### config.mk
export PLATFORM = sky130hd
export DESIGN_NAME = hbr_queue
export DESIGN_NICKNAME = d
export VERILOG_FILES = /design/src/rtl/hbr_queue.sv
export SDC_FILE = /design/constraint.sdc
export NUM_CORES = 1
export LEC_CHECK = 0
export ABC_AREA = 1
export BUFFER_PORTS_ARGS = -buffer_cell sky130_fd_sc_hd__buf_2
export CAP_MARGIN = 40
export CORE_ASPECT_RATIO = 1.2
export CORE_UTILIZATION = 53
export CTS_CLUSTER_DIAMETER = 100
export DETAILED_ROUTE_END_ITERATION = 10
export HOLD_SLACK_MARGIN = 0.1
export MAX_ROUTING_LAYER = met4
export PLACE_DENSITY = 0.8
export SKIP_CTS_REPAIR_TIMING = 1
export SLEW_MARGIN = 20
export SYNTH_ARGS = -nofsm -noshare
export SYNTH_HDL_FRONTEND = slang
export SYNTH_SLANG_ARGS = --single-unit
### constraint.sdc
create_clock -name clk -period 2.2 [get_ports clk]
set_input_delay 0.44 -clock clk [delete_from_list [all_inputs] [get_ports clk]]
set_output_delay 0.44 -clock clk [all_outputs]
set_load 0.1 [all_outputs]
### src/rtl/hbr_queue.sv
module hbr_queue #(
    parameter int W = 8
) (
    input  logic         clk,
    input  logic         rst_n,
    input  logic         push_valid,
    output logic         push_ready,
    input  logic [W-1:0] push_data,
    output logic         pop_valid,
    input  logic         pop_ready,
    output logic [W-1:0] pop_data
);

    localparam int ENTRIES = 2;

    logic [W-1:0] data_reg [ENTRIES];
    logic         wptr_reg, wptr_next;
    logic         rptr_reg, rptr_next;
    logic [1:0]   cnt_reg, cnt_next;
    logic         push;
    logic         pop;

    assign push_ready = (cnt_reg != 2'(ENTRIES));
    assign pop_valid = (cnt_reg != 2'd0);
    assign pop_data = data_reg[rptr_reg];
    assign push = push_valid && push_ready;
    assign pop = pop_valid && pop_ready;

    always_comb
    begin
        wptr_next = push ? ~wptr_reg : wptr_reg;
        rptr_next = pop ? ~rptr_reg : rptr_reg;
        cnt_next = cnt_reg;
        if (push && !pop)
        begin
            cnt_next = cnt_reg + 2'd1;
        end
        else if (pop && !push)
        begin
            cnt_next = cnt_reg - 2'd1;
        end
    end

    always_ff @(posedge clk or negedge rst_n)
    begin
        if (!rst_n)
        begin
            wptr_reg <= 1'b0;
            rptr_reg <= 1'b0;
            cnt_reg <= '0;
        end
        else
        begin
            wptr_reg <= wptr_next;
            rptr_reg <= rptr_next;
            cnt_reg <= cnt_next;
        end
    end

    always_ff @(posedge clk)
    begin
        if (push)
        begin
            data_reg[wptr_reg] <= push_data;
        end
    end

endmodule

After elaboration in Yosys (flattened, before gate mapping):

Memories as Yosys holds them, arrays and structs flattened.
Index checks and enable logic that the tools add are counted.

* word-level logic and storage cells: 21
* memories kept: 1
* bits in writable memories: 16
* flip-flop bits (word level): 4

* reductions and logical operators: 8
* muxes and demuxes: 4
* eq/ne operators: 1
* add/subtract/negate cells: 2
* bitwise logic cells: 2

Memories
* data_reg: depth 2, bits a word 8, rd ports 1, clocked after memory_dff 0, write ports 1, RTL line 16 `logic [W-1:0] data_reg [ENTRIES];`

Operator list (number)
* $logic_and 1x1->1: 4
* $mux 2: 2
* $reduce_bool 2->1: 2
* $add 2x1->2 const B: 1
* $logic_not 1->1: 2
* $mux 1: 2
* $ne 2x2->1 const B: 1
* $not 1->1: 2
* $sub 2x1->2 const B: 1

Logic depth before layout (Yosys ltp):

Gate-level depths: netlist of run 1.

* word-level depth: 6
* depth in mapped cells: 10

Worst setup path after synthesis of run 1:

OpenSTA, ideal clock, no wires.

* kind: reg2out
* start: register rptr_reg
* end: output port pop_data[0]
* buffers on the path: 1
* arrival: 1.282 ns
* slack: 0.478 ns
* stages on the path, launching flop included: 5
* cell sequence: dfrtp_1 buf_6 inv_2 nand2_1 nand2_1

* word-level cells in the longest chain between the ends: 1

RTL lines
* start, declared: RTL line 18 `logic rptr_reg, rptr_next;`
* start signal, assigned: RTL line 55 `rptr_reg <= rptr_next;`
* $mem_v2 2x8
* end, declared: RTL line 11 `output logic [W-1:0] pop_data`

Every way passes these cells.

Worst setup path after layout of run 1:

Ends and elaborated chain as after synthesis.

==> flow_summary.yaml, run 1 <==
yosys:
  ys_top_cells_by_area: "edfxtp_1 (58%), nand2_1 (14%), dfrtp_1 (12%), nand2_4 (2.7%), xor2_2 (2.0%)"
  synth_area_um2: 827
  ys_seq_area_share_pct: 70.2
  syn-instance-count: 70
  synth_top_area_cell: "edfxtp_1"
  syn_nets: 83
  synth_most_common_cell: "nand2_1"
  ys_types: 14
  avgSynthCellArea_um2: 11.8
  ys_async_sr_fraction_pct: 20.0
  ys.warnings.count: 0
  synth_top_area_share_pct: 58.1
  ys_seq_elements: 20
  synth_common_cells: "nand2_1 (30), edfxtp_1 (16), dfrtp_1 (4), inv_1 (4), inv_2 (3)"
  ys.flop_type: "edfxtp_1"
  synth_edf_count: 16
routing:
  drc_errors: 0
  drt_wl_total_um: 1290
  route.vias.total: 556
  viasPerCell: 4.88
  firstDrtPassIters: 4
  wl_per_cell_um: 11.4
  drt_iter0_markers: 18
  ant_nets: 0
clocking:
  root_buffer: "clkbuf_4"
  insertion_delay_ns: 0.29
  clock_path_buffers: 2
  cts.htree.levels: 1
  path_clk_slew_ns: 0.10
  tritoncts: "built"
  cts.sinks: 20
  cts_buffers: 3
sta:
  rsz0062_at_grt: "no"
  finalSetupTns_ns: 0
  fmax_mhz: 504
  slew_headroom_pct: 67.7
  maxSlewViolCount: 0
  worstMarginPinSlew_ns: 0.488
  fin_ws_ns: 0.217
  post-route-period-util_pct: 90.1
  setup-violations-final: 0
  min_period_ns: 1.98
  finClkSkew_ns: 0.00422
  hold_violations: 0
placement:
  dp_slack_ns: 0.555
  io_buffers: 21
  dp_hpwl_um: 939
  gp_congestion: 0.752
worst_setup_path:
  required_ns: 1.76
  worstPathArrival_ns: 1.54
  cp_max_fo: 10
  critPathKind: "reg -> out"
  start_kind: "flip-flop"
  r2r_slack_ns: 0.78
  cp-end-kind: "primary output"
finish:
  area_growth_pct: 23.3
  drive_gt1_share_pct: 36.1
  largest_reg_flops: 16
  diodes: 0
  fillCellCount: 98
  num-nets-final: 111
floorplan:
  core-area_um2: 1450
  rows: 15
  ioPinCount: 22
  dieArea_um2: 1720
  die_w_um: 38.1
  fp.dieH_um: 45.3
  start_util_pct: 57.2
global_route:
  grt_pass1_wl_um: 2020
  grt_max_degree: 13
  grt_overflow: 0
  grt_pass1_vias: 508
  grt_usage_pct: 18.8
  antenna_found_initial: 0
min_path:
  worst_hold_path_type: "in -> reg"
run:
  max_cap_violations: 0
status:
  status: "complete, no violations"
[metal layers]
| metal | up-vias | GRT usage, % | wire (um) |
|---|---|---|---|
| li1 | 280 | - | - |
| met1 | 254 | 20.1 | 490 |
| met2 | 18 | 28.8 | 727 |
| met3 | 4 | 4.43 | 46 |
| met4 | 0 | 15.7 | 29 |
| met5 | - | - | 0 |
[worst max-delay path: stages, from the launching register on]
cell	delay [ns]
dfrtp_1	0.50
inv_2	0.19
nand2_1	0.07
nand2_1	0.07
buf_2	0.42
[cell usage in the layout (no fill, tap or decap), types with 2 or more instances in the layout]
| master | netlist | routed |
|---|---|---|
| nand2_1 | 30 | 30 |
| buf_2 | 0 | 21 |
| edfxtp_1 | 16 | 16 |
| inv_1 | 4 | 4 |
| dfrtp_1 | 4 | 4 |
| inv_2 | 3 | 3 |
| clkbuf_4 | 0 | 3 |
| nand2_4 | 2 | 2 |
| nand2_2 | 2 | 2 |
| nor2_1 | 2 | 2 |
| nand3_1 | 2 | 2 |
| buf_4 | 0 | 2 |
[path summary, 6_finish.rpt]
check | startpoint | endpoint | depth (start not counted)
worst max-delay path | rptr_reg$_DFFE_PN0P_ | pop_data[0] | 4
worst min-delay path | push_data[7] | data_reg[1][7]$_DFFE_PP_ | 1
worst max register to register | cnt_reg[0]$_DFFE_PN0P_ | cnt_reg[1]$_DFFE_PN0P_ | 9
worst min register to register | cnt_reg[0]$_DFFE_PN0P_ | cnt_reg[0]$_DFFE_PN0P_ | 1
max in group asynchronous | rst_n | cnt_reg[1]$_DFFE_PN0P_ | 2
min in group asynchronous | rst_n | rptr_reg$_DFFE_PN0P_ | 2
[layout make-up]
cell class	instances	area, um2	area share [%]
flip-flops and latches	20	581	56.9
multi-input cells	42	209	20.5
repair buffers	24	130	12.8
clock inverters	1	30.0	2.94
inverters	7	26.3	2.58
clock buffers	3	22.5	2.21
well taps	17	21.3	2.09
[logic make-up after synthesis]
kind of cell / Yosys count / share of synthesized area (%)
simple gates: 39 / 20.7
buf+inv: 8 / 4.54
fa+ha+maj: 1 / 1.51
flops: 20 / 70.2
xor+xnor: 2 / 3.03
[stage by stage]
stage	cells	instance area, um2	hold slack [ns]	util (%)
2_1_floorplan	70	827	0.144	-
3_3_place_gp	109	957	0.246	66.2
3_5_place_dp	109	957	0.250	66.2
4_1_cts	113	1010	-0.0835	69.9
5_1_grt	114	1020	0.315	70.6
6_report	114	1020	0.324	70.6
Power of run 1 is left out: the tool's default activity adds up to more than one toggle a clock period on the data nets, which glitch-free logic cannot reach.
==> inputs of run 2 (changes only) <==
CORE_ASPECT_RATIO = unset   (was 1.2)
CORE_UTILIZATION = 57   (was 53)
CTS_BUF_LIST = sky130_fd_sc_hd__clkbuf_8   (was unset)
PLACE_DENSITY = 0.85   (was 0.8)
==> flow_summary.yaml, run 2 (synthesized netlist as in run 1, its figures left out) <==
status:
  status: "complete, no violations"
sta:
  worstMarginPinSlew_ns: 0.690
  fmax_mhz: 498
  min_period_ns: 2.01
  finClkSkew_ns: 0.00486
  hold_violations: 0
  maxSlewViolCount: 0
  finalSetupTns_ns: 0
  post-route-period-util_pct: 91.3
  slew_headroom_pct: 53.8
  rsz0062_at_grt: "no"
  setup-violations-final: 0
  fin_ws_ns: 0.192
global_route:
  grt_pass1_wl_um: 2260
  grt_usage_pct: 24.1
  grt_overflow: 0
  antenna_found_initial: 0
  grt_max_degree: 13
  grt_pass1_vias: 550
floorplan:
  ioPinCount: 22
  dieArea_um2: 1610
  core-area_um2: 1320
  start_util_pct: 62.8
  die_w_um: 40.1
  rows: 13
  fp.dieH_um: 40.1
finish:
  final_cell_mix: "nand2_1 (30), buf_2 (21), edfxtp_1 (16)"
  num-nets-final: 109
  largest_reg_flops: 16
  diodes: 0
  drive_gt1_share_pct: 34.7
  layout.cells.most_common: "nand2_1"
  area_growth_pct: 23.4
  fillCellCount: 73
  seq_area_um2: 581
  multi_input_area_um2: 209
placement:
  gp_congestion: 0.840
  dp_slack_ns: 0.554
  dp_hpwl_um: 993
  io_buffers: 21
worst_setup_path:
  start_kind: "flip-flop"
  cp-end-kind: "primary output"
  required_ns: 1.76
  cp_slowest_cell: "dfrtp_1"
  critPathKind: "reg -> out"
  path_cells: "inv_2 -> nand2_1 -> nand2_1 -> buf_2"
  path_common_cell: "nand2_1"
  cp_max_fo: 10
  worstPathArrival_ns: 1.57
  crit_path_max_incr_delay_ns: 0.49
clocking:
  path_clk_slew_ns: 0.07
  root_buffer: "clkbuf_8"
  cts.sinks: 20
  insertion_delay_ns: 0.27
  clock_path_buffers: 2
  tritoncts: "built"
  cts.htree.levels: 1
  cts_buffers: 3
routing:
  drc_errors: 0
  viasPerCell: 5.25
  ant_nets: 0
  wl_per_cell_um: 13.9
  route.vias.total: 577
  drt_wl_total_um: 1530
  firstDrtPassIters: 4
  drt_iter0_markers: 16
min_path:
  worst_hold_path_type: "in -> reg"
run:
  max_cap_violations: 0
==> run 2: path summary, 6_finish.rpt <==
path / startpoint / end / slack, ns / cells past startpoint
setup / recovery: rptr_reg$_DFFE_PN0P_ / pop_data[0] / 0.19 / 4
hold / removal: push_data[0] / data_reg[0][0]$_DFFE_PP_ / 0.36 / 1
setup reg to reg: cnt_reg[0]$_DFFE_PN0P_ / data_reg[0][7]$_DFFE_PP_ / 0.67 / 4
hold reg to reg: cnt_reg[0]$_DFFE_PN0P_ / cnt_reg[0]$_DFFE_PN0P_ / 0.54 / 1
max in group asynchronous: rst_n / rptr_reg$_DFFE_PN0P_ / 1.58 / 2
min in group asynchronous: rst_n / wptr_reg$_DFFE_PN0P_ / 0.50 / 2
==> run 2: stage by stage <==
stage	cells	hold WS (ns)	util, %	area, um2
6_report	110	0.356	77.5	1020
2_1_floorplan	70	0.144	-	827
3_5_place_dp	105	0.252	71.3	940
3_3_place_gp	105	0.250	71.3	940
5_1_grt	110	0.357	77.5	1020
4_1_cts	109	-0.0267	76.7	1010
==> run 2: routing by layer <==
metal	up-vias	GRT usage (%)	share of wire, %
li1	274	-	-
met1	267	23.5	36
met2	26	41.1	55
met3	10	5.56	5.4
met4	0	18.1	3.9
met5	-	-	0
==> run 2: final cells by class <==
cell class	count	share of cell area (%)
sequential	20	56.9
multi-input combinational	42	20.5
timing repair buffer	22	11.3
clock buffer	3	4.04
clock inverter	1	2.94
inverter	7	2.57
tap	15	1.84
==> run 2: critical path: cells and delay by family (launching register included) <==
kind,cells,cell delay (ns)
buffers and inverters,2,0.62
DFF,1,0.49
and+or+nand+nor,2,0.19
Power of run 2 is left out for the same reason.
==> inputs of run 3 (changes only) <==
ABC_AREA = unset   (was 1)
CORE_UTILIZATION = 56   (was 57)
==> flow_summary.yaml, run 3 <==
status:
  status: "complete, no violations"
placement:
  io_buffers: 21
  dp_hpwl_um: 801
  gp_congestion: 0.628
worst_setup_path:
  cp-end-kind: "primary output"
  r2r_slack_ns: 0.76
  crit_path_max_incr_delay_ns: 0.57
  cp-endpoint: "pop_data[5]"
  critPathKind: "reg -> out"
  reg2reg_depth: 7
  cp_max_fo: 9
  required_ns: 1.76
  cp-startpoint: "rptr_reg$_DFFE_PN0P_"
  r2r_end: "cnt_reg[1]$_DFFE_PN0P_"
  worstPathArrival_ns: 1.52
  cp_slowest_cell: "dfrtp_1"
  path_cells: "mux2_2 -> buf_2"
  start_kind: "flip-flop"
  rr_startpoint: "cnt_reg[0]$_DFFE_PN0P_"
clocking:
  insertion_delay_ns: 0.25
  root_buffer: "clkbuf_8"
  cts.htree.levels: 1
  cts.sinks: 20
  clock_path_buffers: 2
  tritoncts: "built"
  cts_buffers: 3
  path_clk_slew_ns: 0.07
yosys:
  ys_seq_area_share_pct: 73.8
  ys_async_sr_fraction_pct: 20.0
  avgSynthCellArea_um2: 18.3
  ys_seq_elements: 20
  synth_top_area_share_pct: 61.0
  syn_nets: 56
  synth_most_common_cell: "edfxtp_1"
  ys_types: 14
  ys.flop_type: "edfxtp_1"
  syn-instance-count: 43
  synth_top_area_cell: "edfxtp_1"
  synth_common_cells: "edfxtp_1 (16), mux2_2 (8), dfrtp_1 (4), xnor2_1 (3)"
  synth_area_um2: 787
  synth_edf_count: 16
  ys_top_cells_by_area: "edfxtp_1 (61%), dfrtp_1 (13%), mux2_2 (11%), xnor2_1 (3.3%), xor2_1 (2.2%)"
  ys.warnings.count: 0
global_route:
  grt_pass1_vias: 397
  grt_max_degree: 12
  antenna_found_initial: 0
  grt_usage_pct: 17.9
  grt_pass1_wl_um: 1660
  grt_overflow: 0
finish:
  utilization_pct: 74.4
  diodes: 0
  largest_reg_flops: 16
  area_growth_pct: 23.1
  final_cell_mix: "buf_2 (21), edfxtp_1 (16), mux2_2 (8)"
  num-nets-final: 83
  layout.cells.most_common: "buf_2"
  drive_gt1_share_pct: 52.2
sta:
  maxSlewViolCount: 0
  finalSetupTns_ns: 0
  hold_violations: 0
  setup-violations-final: 0
  finClkSkew_ns: 0.00491
  fmax_mhz: 511
  min_period_ns: 1.96
  rsz0062_at_grt: "no"
  slew_headroom_pct: 67.9
  post-route-period-util_pct: 89.0
  worstMarginPinSlew_ns: 0.485
  whs_ns: 0.376
min_path:
  worstHoldStart: "push_data[2]"
  worst_hold_path_type: "in -> reg"
routing:
  viasPerCell: 4.89
  firstDrtPassIters: 2
  drc_errors: 0
  wl_per_cell_um: 13.8
  route.vias.total: 411
  ant_nets: 0
  drt_wl_total_um: 1160
  drt_iter0_markers: 2
floorplan:
  ioPinCount: 22
  core-area_um2: 1300
  rows: 13
  dieArea_um2: 1560
  die_w_um: 39.5
  fp.dieH_um: 39.5
  start_util_pct: 60.5
run:
  max_cap_violations: 0
## run 3: cell count changes in the layout (fill, tap and decap cells not counted), sizes merged, moves of 2 or more
cell	change
inv	-5
nand3	-2
xnor2	+2
mux2	+8
nand2	-32
## run 3: critical path: cells and delay by family, from the launching register on
family / cells / cell delay (ns)
buf+inv: 1 / 0.30
flops: 1 / 0.57
mux: 1 / 0.40
## run 3: layout make-up
class,count,area [um2]
Sequential cell,20,581
Fill cell,95,333
Multi-Input combinational cell,21,198
Timing Repair Buffer,23,123
Clock buffer,3,41.3
Tap cell,15,18.8
Clock inverter,1,3.75
Inverter,1,3.75
## run 3: per-layer routing
layer  vias up  wire length (um)  global-route usage (%)  part of all wire, %
met5         -                 0                       -                    0
met4         0                 0                    7.76                    0
met3         0                47                    5.11                  4.0
met2        12               626                    30.7                   54
met1       195               487                    19.0                   42
li1        204                 -                       -                    -
## run 3: logic make-up (layout without fill, tap and decap cells)
logic type	Yosys count	in the layout	synth area share [%]
buf+inv	2	28	1.11
xor+xnor	5	5	5.57
simple gates	7	7	6.52
fa+ha+maj	1	1	1.59
flops	20	20	73.8
mux	8	8	11.4
## run 3: how the worst min path moves through the flow
stage / slack (ns) / end / cells after the start
6_report: 0.38 / data_reg[0][2]$_DFFE_PP_ / 1
5_1_grt: 0.37 / data_reg[1][5]$_DFFE_PP_ / 1
4_1_cts: -0.01 / wptr_reg$_DFFE_PN0P_ / 1
3_5_place_dp: 0.25 / wptr_reg$_DFFE_PN0P_ / 1
3_3_place_gp: 0.25 / wptr_reg$_DFFE_PN0P_ / 1
2_1_floorplan: 0.14 / cnt_reg[0]$_DFFE_PN0P_ / 0
## run 3: through the flow
stage / cell area, um2 / instances / setup WS [ns]
final: 968 / 84 / 0.243
after global routing: 968 / 84 / 0.202
after CTS: 958 / 83 / 0.232
after detailed placement: 913 / 79 / 0.527
after global placement: 913 / 79 / 0.541
after floorplan: 787 / 43 / 0.563
Power of run 3 is left out for the same reason.
