**config.mk**
```make
export PLATFORM = sky130hd
export DESIGN_NAME = hbr_front_flat
export DESIGN_NICKNAME = d
export VERILOG_FILES = /design/src/rtl/hbr_pkg.sv /design/src/rtl/hbr_req_if.sv /design/src/rtl/hbr_cfg_if.sv /design/src/rtl/hbr_front.sv /design/src/flat_wrapper.sv
export SDC_FILE = /design/constraint.sdc
export NUM_CORES = 1
export LEC_CHECK = 0
export BUFFER_PORTS_ARGS = -buffer_cell sky130_fd_sc_hd__buf_2
export CAP_MARGIN = 40
export CORE_UTILIZATION = 50
export DETAILED_ROUTE_END_ITERATION = 8
export GPL_TIMING_DRIVEN = 1
export PLACE_DENSITY_LB_ADDON = 0.05
export SYNTH_ARGS = -nofsm -noshare
export SYNTH_HDL_FRONTEND = slang
export SYNTH_SLANG_ARGS = --single-unit
```
**constraint.sdc**
```tcl
create_clock -name clk -period 7.8 [get_ports clk]
set_clock_uncertainty 0.15 [all_clocks]
set_input_delay 0.39 -clock clk [delete_from_list [all_inputs] [get_ports clk]]
set_output_delay 0.39 -clock clk [all_outputs]
set_load 0.005 [all_outputs]
```
**src/rtl/hbr_pkg.sv**
```systemverilog
package hbr_pkg;

    localparam int STATUS_W = 3;
    localparam int OUT_SLOT_W = 10;
    localparam int NUM_W = 32;
    localparam int WORD_W = 64;
    localparam int FILL_W = 12;
    localparam int SIZE_W = 11;

    localparam logic [STATUS_W-1:0] ST_OK = 3'd0;
    localparam logic [STATUS_W-1:0] ST_ABSENT = 3'd1;
    localparam logic [STATUS_W-1:0] ST_OPEN = 3'd2;
    localparam logic [STATUS_W-1:0] ST_DISABLED = 3'd3;
    localparam logic [STATUS_W-1:0] ST_EXHAUSTED = 3'd4;

    localparam logic OP_APPEND = 1'b0;
    localparam logic OP_READ = 1'b1;

    localparam logic [NUM_W-1:0] NUM_MAX = 32'hFFFF_FFFF;

    typedef struct packed {
        logic [STATUS_W-1:0] status;
        logic                do_write;
        logic                do_read;
    } ctl_t;

endpackage

```
**src/rtl/hbr_req_if.sv**
```systemverilog
interface hbr_req_if;
    logic                        valid;
    logic                        ready;
    logic                        opcode;
    logic [hbr_pkg::NUM_W-1:0]   block_number;
    logic [hbr_pkg::WORD_W-1:0]  payload_word;
    logic [hbr_pkg::FILL_W-1:0]  payload_fill;

    modport source (output valid, opcode, block_number, payload_word, payload_fill,
                    input ready);
    modport sink (input valid, opcode, block_number, payload_word, payload_fill,
                  output ready);
endinterface

```
**src/rtl/hbr_cfg_if.sv**
```systemverilog
interface hbr_cfg_if;
    logic                        valid;
    logic                        ready;
    logic [hbr_pkg::SIZE_W-1:0]  ring_size;

    modport source (output valid, ring_size, input ready);
    modport sink (input valid, ring_size, output ready);
endinterface

```
**src/rtl/hbr_front.sv**
```systemverilog
module hbr_front #(
    parameter int DEPTH = 1024,
    parameter int PAYLOAD_BITS = 64,
    parameter int SLOT_W = 10
) (
    input  logic                        clk,
    input  logic                        rst_n,
    hbr_req_if.sink                     req,
    hbr_cfg_if.sink                     cfg,
    output logic                        push_valid,
    input  logic                        push_ready,
    output hbr_pkg::ctl_t               push_ctl,
    output logic [SLOT_W-1:0]           push_slot,
    output logic [PAYLOAD_BITS-1:0]     push_word,
    output logic [hbr_pkg::FILL_W-1:0]  push_fill,
    output logic [hbr_pkg::NUM_W-1:0]   push_newest
);

    localparam int AW = ((SLOT_W > hbr_pkg::SIZE_W) ? SLOT_W : hbr_pkg::SIZE_W) + 1;

    logic [hbr_pkg::SIZE_W-1:0] size_reg, size_next;
    logic [hbr_pkg::SIZE_W-1:0] count_reg, count_next;
    logic [SLOT_W-1:0]          nslot_reg, nslot_next;
    logic [hbr_pkg::NUM_W-1:0]  nabs_reg, nabs_next;
    logic                       any_reg, any_next;

    logic                       fire;
    logic                       cfg_fire;
    logic [hbr_pkg::SIZE_W-1:0] cfg_sat;
    logic [hbr_pkg::NUM_W:0]    open_num;
    logic [hbr_pkg::NUM_W-1:0]  delta;
    logic [AW-1:0]              delta_n;
    logic [AW-1:0]              nslot_w;
    logic [AW-1:0]              size_w;
    logic [AW-1:0]              inc_slot;
    logic [AW-1:0]              rd_slot;

    // a ring size write holds off the request for that cycle
    assign fire = req.valid && req.ready;
    assign req.ready = push_ready && !cfg.valid;
    assign push_valid = req.valid && !cfg.valid;
    assign push_word = req.payload_word[PAYLOAD_BITS-1:0];
    assign push_fill = req.payload_fill;

    assign cfg.ready = 1'b1;
    assign cfg_fire = cfg.valid;
    assign cfg_sat = (32'(cfg.ring_size) > 32'(DEPTH)) ? hbr_pkg::SIZE_W'(DEPTH)
                                                       : cfg.ring_size;

    assign nslot_w = AW'(nslot_reg);
    assign size_w = AW'(size_reg);
    assign inc_slot = nslot_w + AW'(1);
    assign open_num = any_reg ? ({1'b0, nabs_reg} + 33'd1) : '0;
    assign delta = nabs_reg - req.block_number;
    assign delta_n = AW'(delta);
    assign rd_slot = (nslot_w >= delta_n) ? (nslot_w - delta_n)
                                          : (nslot_w + size_w - delta_n);

    always_comb
    begin
        push_ctl.status = hbr_pkg::ST_OK;
        push_ctl.do_write = 1'b0;
        push_ctl.do_read = 1'b0;
        push_slot = '0;
        count_next = count_reg;
        nslot_next = nslot_reg;
        nabs_next = nabs_reg;
        any_next = any_reg;
        if (size_reg == '0)
        begin
            push_ctl.status = hbr_pkg::ST_DISABLED;
        end
        else if (req.opcode == hbr_pkg::OP_APPEND)
        begin
            if (any_reg && nabs_reg == hbr_pkg::NUM_MAX)
            begin
                push_ctl.status = hbr_pkg::ST_EXHAUSTED;
            end
            else
            begin
                push_ctl.do_write = 1'b1;
                if (any_reg)
                begin
                    push_slot = (inc_slot >= size_w) ? '0 : SLOT_W'(inc_slot);
                    nabs_next = nabs_reg + 32'd1;
                end
                else
                begin
                    push_slot = '0;
                    nabs_next = '0;
                end
                nslot_next = push_slot;
                any_next = 1'b1;
                if (count_reg < size_reg)
                begin
                    count_next = count_reg + 11'd1;
                end
            end
        end
        else
        begin
            if ({1'b0, req.block_number} == open_num)
            begin
                push_ctl.status = hbr_pkg::ST_OPEN;
            end
            else if (!any_reg || req.block_number > nabs_reg ||
                     delta >= 32'(count_reg))
            begin
                push_ctl.status = hbr_pkg::ST_ABSENT;
            end
            else
            begin
                push_ctl.do_read = 1'b1;
                push_slot = SLOT_W'(rd_slot);
            end
        end
        push_newest = any_next ? nabs_next : '0;
    end

    always_ff @(posedge clk or negedge rst_n)
    begin
        if (!rst_n)
        begin
            size_reg <= '0;
            count_reg <= '0;
            nslot_reg <= '0;
            nabs_reg <= '0;
            any_reg <= 1'b0;
        end
        else if (cfg_fire)
        begin
            if (cfg_sat != size_reg)
            begin
                size_reg <= cfg_sat;
                count_reg <= '0;
                nslot_reg <= '0;
                nabs_reg <= '0;
                any_reg <= 1'b0;
            end
        end
        else if (fire)
        begin
            count_reg <= count_next;
            nslot_reg <= nslot_next;
            nabs_reg <= nabs_next;
            any_reg <= any_next;
        end
    end

endmodule

```
**src/flat_wrapper.sv**
```systemverilog
// flat-port wrapper written by rule: the top's interface ports become plain ports
module hbr_front_flat 
#(
    parameter int DEPTH = 1024,
    parameter int PAYLOAD_BITS = 64,
    parameter int SLOT_W = 10
)
  (clk, rst_n, push_valid, push_ready, push_ctl, push_slot, push_word, push_fill, push_newest, req_valid, req_opcode, req_block_number, req_payload_word, req_payload_fill, req_ready, cfg_valid, cfg_ring_size, cfg_ready);
  hbr_req_if req_i ();
  hbr_cfg_if cfg_i ();
  input  logic clk;
  input  logic rst_n;
  output logic push_valid;
  input  logic push_ready;
  output hbr_pkg::ctl_t push_ctl;
  output logic [SLOT_W-1:0] push_slot;
  output logic [PAYLOAD_BITS-1:0] push_word;
  output logic [hbr_pkg::FILL_W-1:0] push_fill;
  output logic [hbr_pkg::NUM_W-1:0] push_newest;
  input wire logic [$bits(req_i.valid)-1:0] req_valid;
  input wire logic [$bits(req_i.opcode)-1:0] req_opcode;
  input wire logic [$bits(req_i.block_number)-1:0] req_block_number;
  input wire logic [$bits(req_i.payload_word)-1:0] req_payload_word;
  input wire logic [$bits(req_i.payload_fill)-1:0] req_payload_fill;
  output wire logic [$bits(req_i.ready)-1:0] req_ready;
  input wire logic [$bits(cfg_i.valid)-1:0] cfg_valid;
  input wire logic [$bits(cfg_i.ring_size)-1:0] cfg_ring_size;
  output wire logic [$bits(cfg_i.ready)-1:0] cfg_ready;
  assign req_i.valid = req_valid;
  assign req_i.opcode = req_opcode;
  assign req_i.block_number = req_block_number;
  assign req_i.payload_word = req_payload_word;
  assign req_i.payload_fill = req_payload_fill;
  assign req_ready = req_i.ready;
  assign cfg_i.valid = cfg_valid;
  assign cfg_i.ring_size = cfg_ring_size;
  assign cfg_ready = cfg_i.ready;
  hbr_front #(.DEPTH(DEPTH), .PAYLOAD_BITS(PAYLOAD_BITS), .SLOT_W(SLOT_W)) u_core (.clk(clk), .rst_n(rst_n), .req(req_i), .cfg(cfg_i), .push_valid(push_valid), .push_ready(push_ready), .push_ctl(push_ctl), .push_slot(push_slot), .push_word(push_word), .push_fill(push_fill), .push_newest(push_newest));
endmodule
```
# Word level (Yosys, flattened, before mapping)
# Index checks and enable logic that the tools add are counted.
# word_totals
register_bits,65
output_inout_bits,126
word_cells,89
# classes
n_addsub,8
n_lt_le_gt_ge,6
eq_ne,7
mux,48
n_reduce_logical,15
# op_table
operator,count
two-way mux 32 bit,8
two-way mux 10 bit,14
two-way mux 11 bit,8
"adder 32 x 1 -> 33 bit, second input constant",1
== test 32 x 33 -> 1 bit,1
two-way mux 33 bit,1
"adder 32 x 1 -> 32 bit, second input constant",1
"== test 32 bit, second input constant",1
greater-or-equal comparator 32 x 11 -> 1 bit,1
> comparator 32 bit,1
subtractor 32 bit,1
subtractor 10 bit,2
greater-or-equal comparator 10 x 12 -> 1 bit,1
two-way mux 1 bit,12
two-way mux 3 bit,4
"adder 10 x 1 -> 11 bit, second input constant",1
"adder 11 x 1 -> 11 bit, second input constant",1
greater-or-equal comparator 11 bit,1
"> comparator 11 bit, second input constant",1
zero test 11 bit,1
less-than comparator 11 bit,1
!= test 11 bit,1
adder 10 bit,1
AND reduction 6 bit,1
other kinds (9),18

# Logic depth before layout (Yosys ltp)
# depth
word_depth,9
ltp_mapped,23
mapped_depth_nobuf,20

# Worst setup path before layout
# No wires, ideal clock.
# synth_path
kind,input to output
from,input port req_block_number[4]
to,output port push_slot[1]
arrival_time_ns,4.269
required_time_ns,7.260
slack_ns,2.991
cell_stages,20
path_buffers,1
path_cell_list,inv_1 -> ha_1 -> a21o_1 -> a31oi_1 -> nand2_1 -> a21o_1 -> a21o_1 -> a21o_1 -> a21o_1 -> xor2_1 -> ha_1 -> a2111oi_0 -> o21ai_0 -> a31oi_1 -> nand2_1 -> nor4_1 -> nand4_1 -> or4b_4 -> buf_6 -> o21ai_2
# synth_between
elab_chain_cells,7
word_cells_on_any_way,12
# synth_rtl
item,line,text
"start, declared",flat_wrapper.sv:22,input wire logic [$bits(req_i.block_number)-1:0] req_block_number;
subtractor 32 bit / > comparator 32 bit (equally long branches),"hbr_front.sv:54, hbr_front.sv:106",
"greater-or-equal comparator 32 x 11 -> 1 bit, or another cell as far along",hbr_front.sv:107,delta >= 32'(count_reg))
logical OR 1 bit / two-way mux 10 bit (equally long branches),"hbr_front.sv:106, hbr_front.sv:56",
two-way mux 10 bit,hbr_front.sv:106,else if (!any_reg || req.block_number > nabs_reg ||
two-way mux 10 bit (*),hbr_front.sv:102,"if ({1'b0, req.block_number} == open_num)"
two-way mux 10 bit (*),hbr_front.sv:73,else if (req.opcode == hbr_pkg::OP_APPEND)
two-way mux 10 bit (*),hbr_front.sv:69,if (size_reg == '0)
"end, declared",flat_wrapper.sv:16,output logic [SLOT_W-1:0] push_slot;
# Mark *: on every way between the ends. The rest lies on a longest branch, timed or not.

# Worst setup path in the final report
# layout_path
from,register u_core.nabs_reg[4] (netlist name)
to,output port push_slot[9]
# layout_between
elab_chain_cells,7
word_cells_on_any_way,19
# layout_rtl
item,line,text
"start, declared",hbr_front.sv:24,"logic [hbr_pkg::NUM_W-1:0] nabs_reg, nabs_next;"
"start signal, assigned",hbr_front.sv:145,nabs_reg <= nabs_next;
subtractor 32 bit / > comparator 32 bit (equally long branches),"hbr_front.sv:54, hbr_front.sv:106",
"greater-or-equal comparator 32 x 11 -> 1 bit, or another cell as far along",hbr_front.sv:107,
logical OR 1 bit / two-way mux 10 bit (equally long branches),"hbr_front.sv:106, hbr_front.sv:56",
two-way mux 10 bit,hbr_front.sv:106,
two-way mux 10 bit,hbr_front.sv:102,
two-way mux 10 bit (*),hbr_front.sv:73,
two-way mux 10 bit (*),hbr_front.sv:69,
# Marks and branches as above.

==> impl_metrics.csv <==
group,metric,value,unit
outcome,status,"complete, no violations",
drt,via_count,10200,
critical_path,cp.arrival,5.39,ns
cts,root_buffer,"clkbuf_16",
global_route,grt_pass1_vias,9082,
drt,drt_iter0_drc,996,
timing,finalHoldViolations,0,
global_route,grt-ovfl-total,0,
drt,drc_errors,0,
place,globalplace.congestion,0.999,
synthesis,synth.ff_latch_count,65,
cts,clk_pin_slew,0.06,ns
timing,period_share,76.1,%
timing,rsz0062_at_grt,"false",
run,maxCapViolCount,0,
cts,cts_repair_resize_count,0,
cts,h-tree-depth,3,
synthesis,synth-main-ff-cell,"dfrtp_1",
critical_path,r2r_end,"u_core.nabs_reg[25]$_DFFE_PN0P_",
power_and_ir_drop,ir_drop,0.0714,mV
final_layout,final_cells,1640,
synthesis,syn_avg_cell_area,7.26,um2
critical_path,critPathKind,"reg2out",
cts,cts_made_buffers,9,
critical_path,cp-start-kind,"flop",
floorplanning,die_area,20900,um2
global_route,grt_pass1_wl,51900,um
cts,clockBufferDepth,2,
critical_path,path_max_fanout,13,
global_route,grt_usage,32.6,%
drt,first_pass_iters,6,
synthesis,syn_nets,1626,
global_route,grt_max_degree,53,
drt,wl_per_cell,20.5,um
floorplanning,pin_count,251,
critical_path,reg2reg_from,"u_core.nabs_reg[0]$_DFFE_PN0P_",
floorplanning,start_util,51.7,%
cts,post_cts_buffers,0,
global_route,antenna_found_initial,1,
min_path,hp-start,"cfg_ring_size[3]",
floorplanning,fp.dieW,145,um
place,io_buffers,97,
synthesis,synth_edf_count,0,
critical_path,worstSetupEndpointType,"output port",
critical_path,cp.required,7.26,ns
floorplanning,rows,51,
final_layout,area_delta_synth_final,2.79,%
place,placed_cells,1622,
timing,fin_tns_setup,0,ns
floorplanning,dieHeight,145,um
synthesis,async_reset_ff_share,100,%
synthesis,syn_area,10200,um2
place,hpwl,26200,um
timing,setup_viol_count_final,0,
min_path,hold_class,"in2reg",
drt,wirelength,33600,um
drt,ant_nets,0,
timing,clock.fmax,169,MHz
synthesis,synth_warnings,0,
synthesis,syn-instance-count,1403,
timing,worstMarginPinSlew,0.913,ns
cts,cts_tree,"done",
critical_path,worstRegToRegCells,11,
critical_path,r2r_setup_slack,2.89,ns
final_layout,final_nets,1592,
synthesis,seq_area_frac_synth,16.0,%
timing,fin_crit,5.93,ns
final_layout,drive_gt1_share,11.7,%
drt,viasPerCell,6.22,
timing,setup_ws,1.87,ns
final_layout,largest_register_ffs,32,
cts,clk_latency,0.35,ns
power_and_ir_drop,p_leak,4.67,nW
min_path,worstHoldEndpoint,"u_core.size_reg[3]$_DFFE_PN0P_",
synthesis,synthDistinctLibCells,82,
timing,max-slew-margin-rel,38.9,%
cts,holdBufCountCts,1,
power_and_ir_drop,power_density,103,nW/um2
floorplanning,fp.coreArea,19700,um2
place,dp_slack,2.27,ns
timing,drv_slew,0,
min_path,holdPathStages,2,
cts,cts_sinks,65,
worst max-delay path, cell delays in order, from the launching register on:
cell	delay, ns
dfrtp_1	0.59
ha_1	0.37
a21o_1	0.21
a31oi_1	0.23
nand2_1	0.12
a21o_1	0.20
a21o_1	0.20
a21o_1	0.18
a21o_1	0.18
xor2_1	0.20
ha_1	0.28
a2111oi_0	0.39
o21ai_0	0.20
a31oi_1	0.22
nand2_1	0.07
nor4_1	0.24
nand4_1	0.17
or4b_4	0.67
o21ai_0	0.20
buf_2	0.13
placed cells by master, fill, tap and decap left out, drive strengths merged, types with 11 or more instances in the layout:
| cell | n |
|---|---|
| a21o | 26 |
| a21oi | 88 |
| a31oi | 16 |
| and3 | 15 |
| buf | 106 |
| clkbuf | 11 |
| dfrtp | 65 |
| fa | 11 |
| ha | 87 |
| inv | 91 |
| nand2 | 141 |
| nand2b | 17 |
| nand3 | 54 |
| nand4 | 29 |
| nor2 | 103 |
| nor2b | 13 |
| nor3 | 43 |
| nor4 | 14 |
| o21a | 14 |
| o21ai | 130 |
| or3 | 13 |
| xnor2 | 84 |
| xor2 | 29 |
power breakdown:
group	switching (mW)	internal (mW)
combinational	0.186	0.113
clock	0.168	0.255
sequential	0.0128	0.343
final cells by class:
type,instances,area [um2]
Fill cell,2003,9250
Sequential cell,65,1630
Inverter,91,342
Clock buffer,11,243
Clock inverter,5,55.1
Tap cell,265,332
Multi-Input combinational cell,1095,7290
Timing Repair Buffer,107,583
Antenna cell,1,2.50
metal layers:
metal	vias to the layer above	global-route usage, %	wire (um)
met5	-	0	0
met4	0	12.2	1030
met3	96	3.92	3090
met2	467	44.8	13400
met1	4771	50.8	16100
li1	4864	-	-
through the flow:
step / utilization (%) / power, mW / hold WS, ns / area (um2)
after global routing: 53.1 / 1.13 / 0.185 / 10500
after CTS: 53.1 / 1.08 / 0.157 / 10500
after floorplan: - / 0.588 / -0.0556 / 10200
final: 53.1 / 1.08 / 0.170 / 10500
after detailed placement: 51.5 / 0.655 / 0.280 / 10200
after global placement: 51.4 / 0.653 / 0.439 / 10100
kinds of logic (layout without fill, tap and decap cells):
family                   count (synthesis)  in the layout  synth area share, %
AO/OA/AOI/OAI                          383            383                 23.9
XOR/XNOR                               113            113                 9.72
adder cells (fa/ha/maj)                 98             98                 12.8
buffers and inverters                  243            214                 12.6
flip-flops                              65             65                 16.0
multiplexers                             6              6                0.602
other                                    1              2               0.0368
AND/OR/NAND/NOR                        494            494                 24.4
cells in the mapped netlist (11+ instances only):
| library cell | number | share of area, % |
|---|---|---|
| nand4_1 | 27 | 1.7 |
| nand2b_1 | 17 | 1.0 |
| a21o_1 | 25 | 1.8 |
| xnor2_1 | 84 | 7.2 |
| or3_1 | 12 | 0.74 |
| fa_1 | 11 | 2.2 |
| inv_1 | 91 | 3.4 |
| nand3_1 | 54 | 2.7 |
| nor3_1 | 42 | 2.1 |
| o21ai_0 | 120 | 5.9 |
| dfrtp_1 | 65 | 16 |
| a31oi_1 | 16 | 0.98 |
| nor4_1 | 12 | 0.74 |
| nand2_1 | 140 | 5.2 |
| o21a_1 | 13 | 0.96 |
| buf_4 | 84 | 6.2 |
| a21oi_1 | 87 | 4.3 |
| xor2_1 | 29 | 2.5 |
| and3_1 | 15 | 0.92 |
| nor2_1 | 103 | 3.8 |
| ha_1 | 87 | 11 |
| clkbuf_1 | 47 | 1.7 |
| buf_2 | 13 | 0.64 |
| nor2b_1 | 13 | 0.80 |
worst max path at each step:
stage | endpoint | slack, ns | cells past startpoint | startpoint
final | push_slot[9] | 1.87 | 19 | u_core.nabs_reg[4]$_DFFE_PN0P_
after global placement | push_slot[9] | 2.48 | 21 | req_block_number[4]
after detailed placement | push_slot[9] | 2.27 | 19 | u_core.nabs_reg[4]$_DFFE_PN0P_
after CTS | push_slot[9] | 1.88 | 19 | u_core.nabs_reg[4]$_DFFE_PN0P_
after global routing | push_slot[9] | 1.46 | 19 | u_core.nabs_reg[4]$_DFFE_PN0P_
after floorplan | push_slot[1] | 2.99 | 20 | req_block_number[4]
No activity file was read; power rests on OpenSTA's default activity.
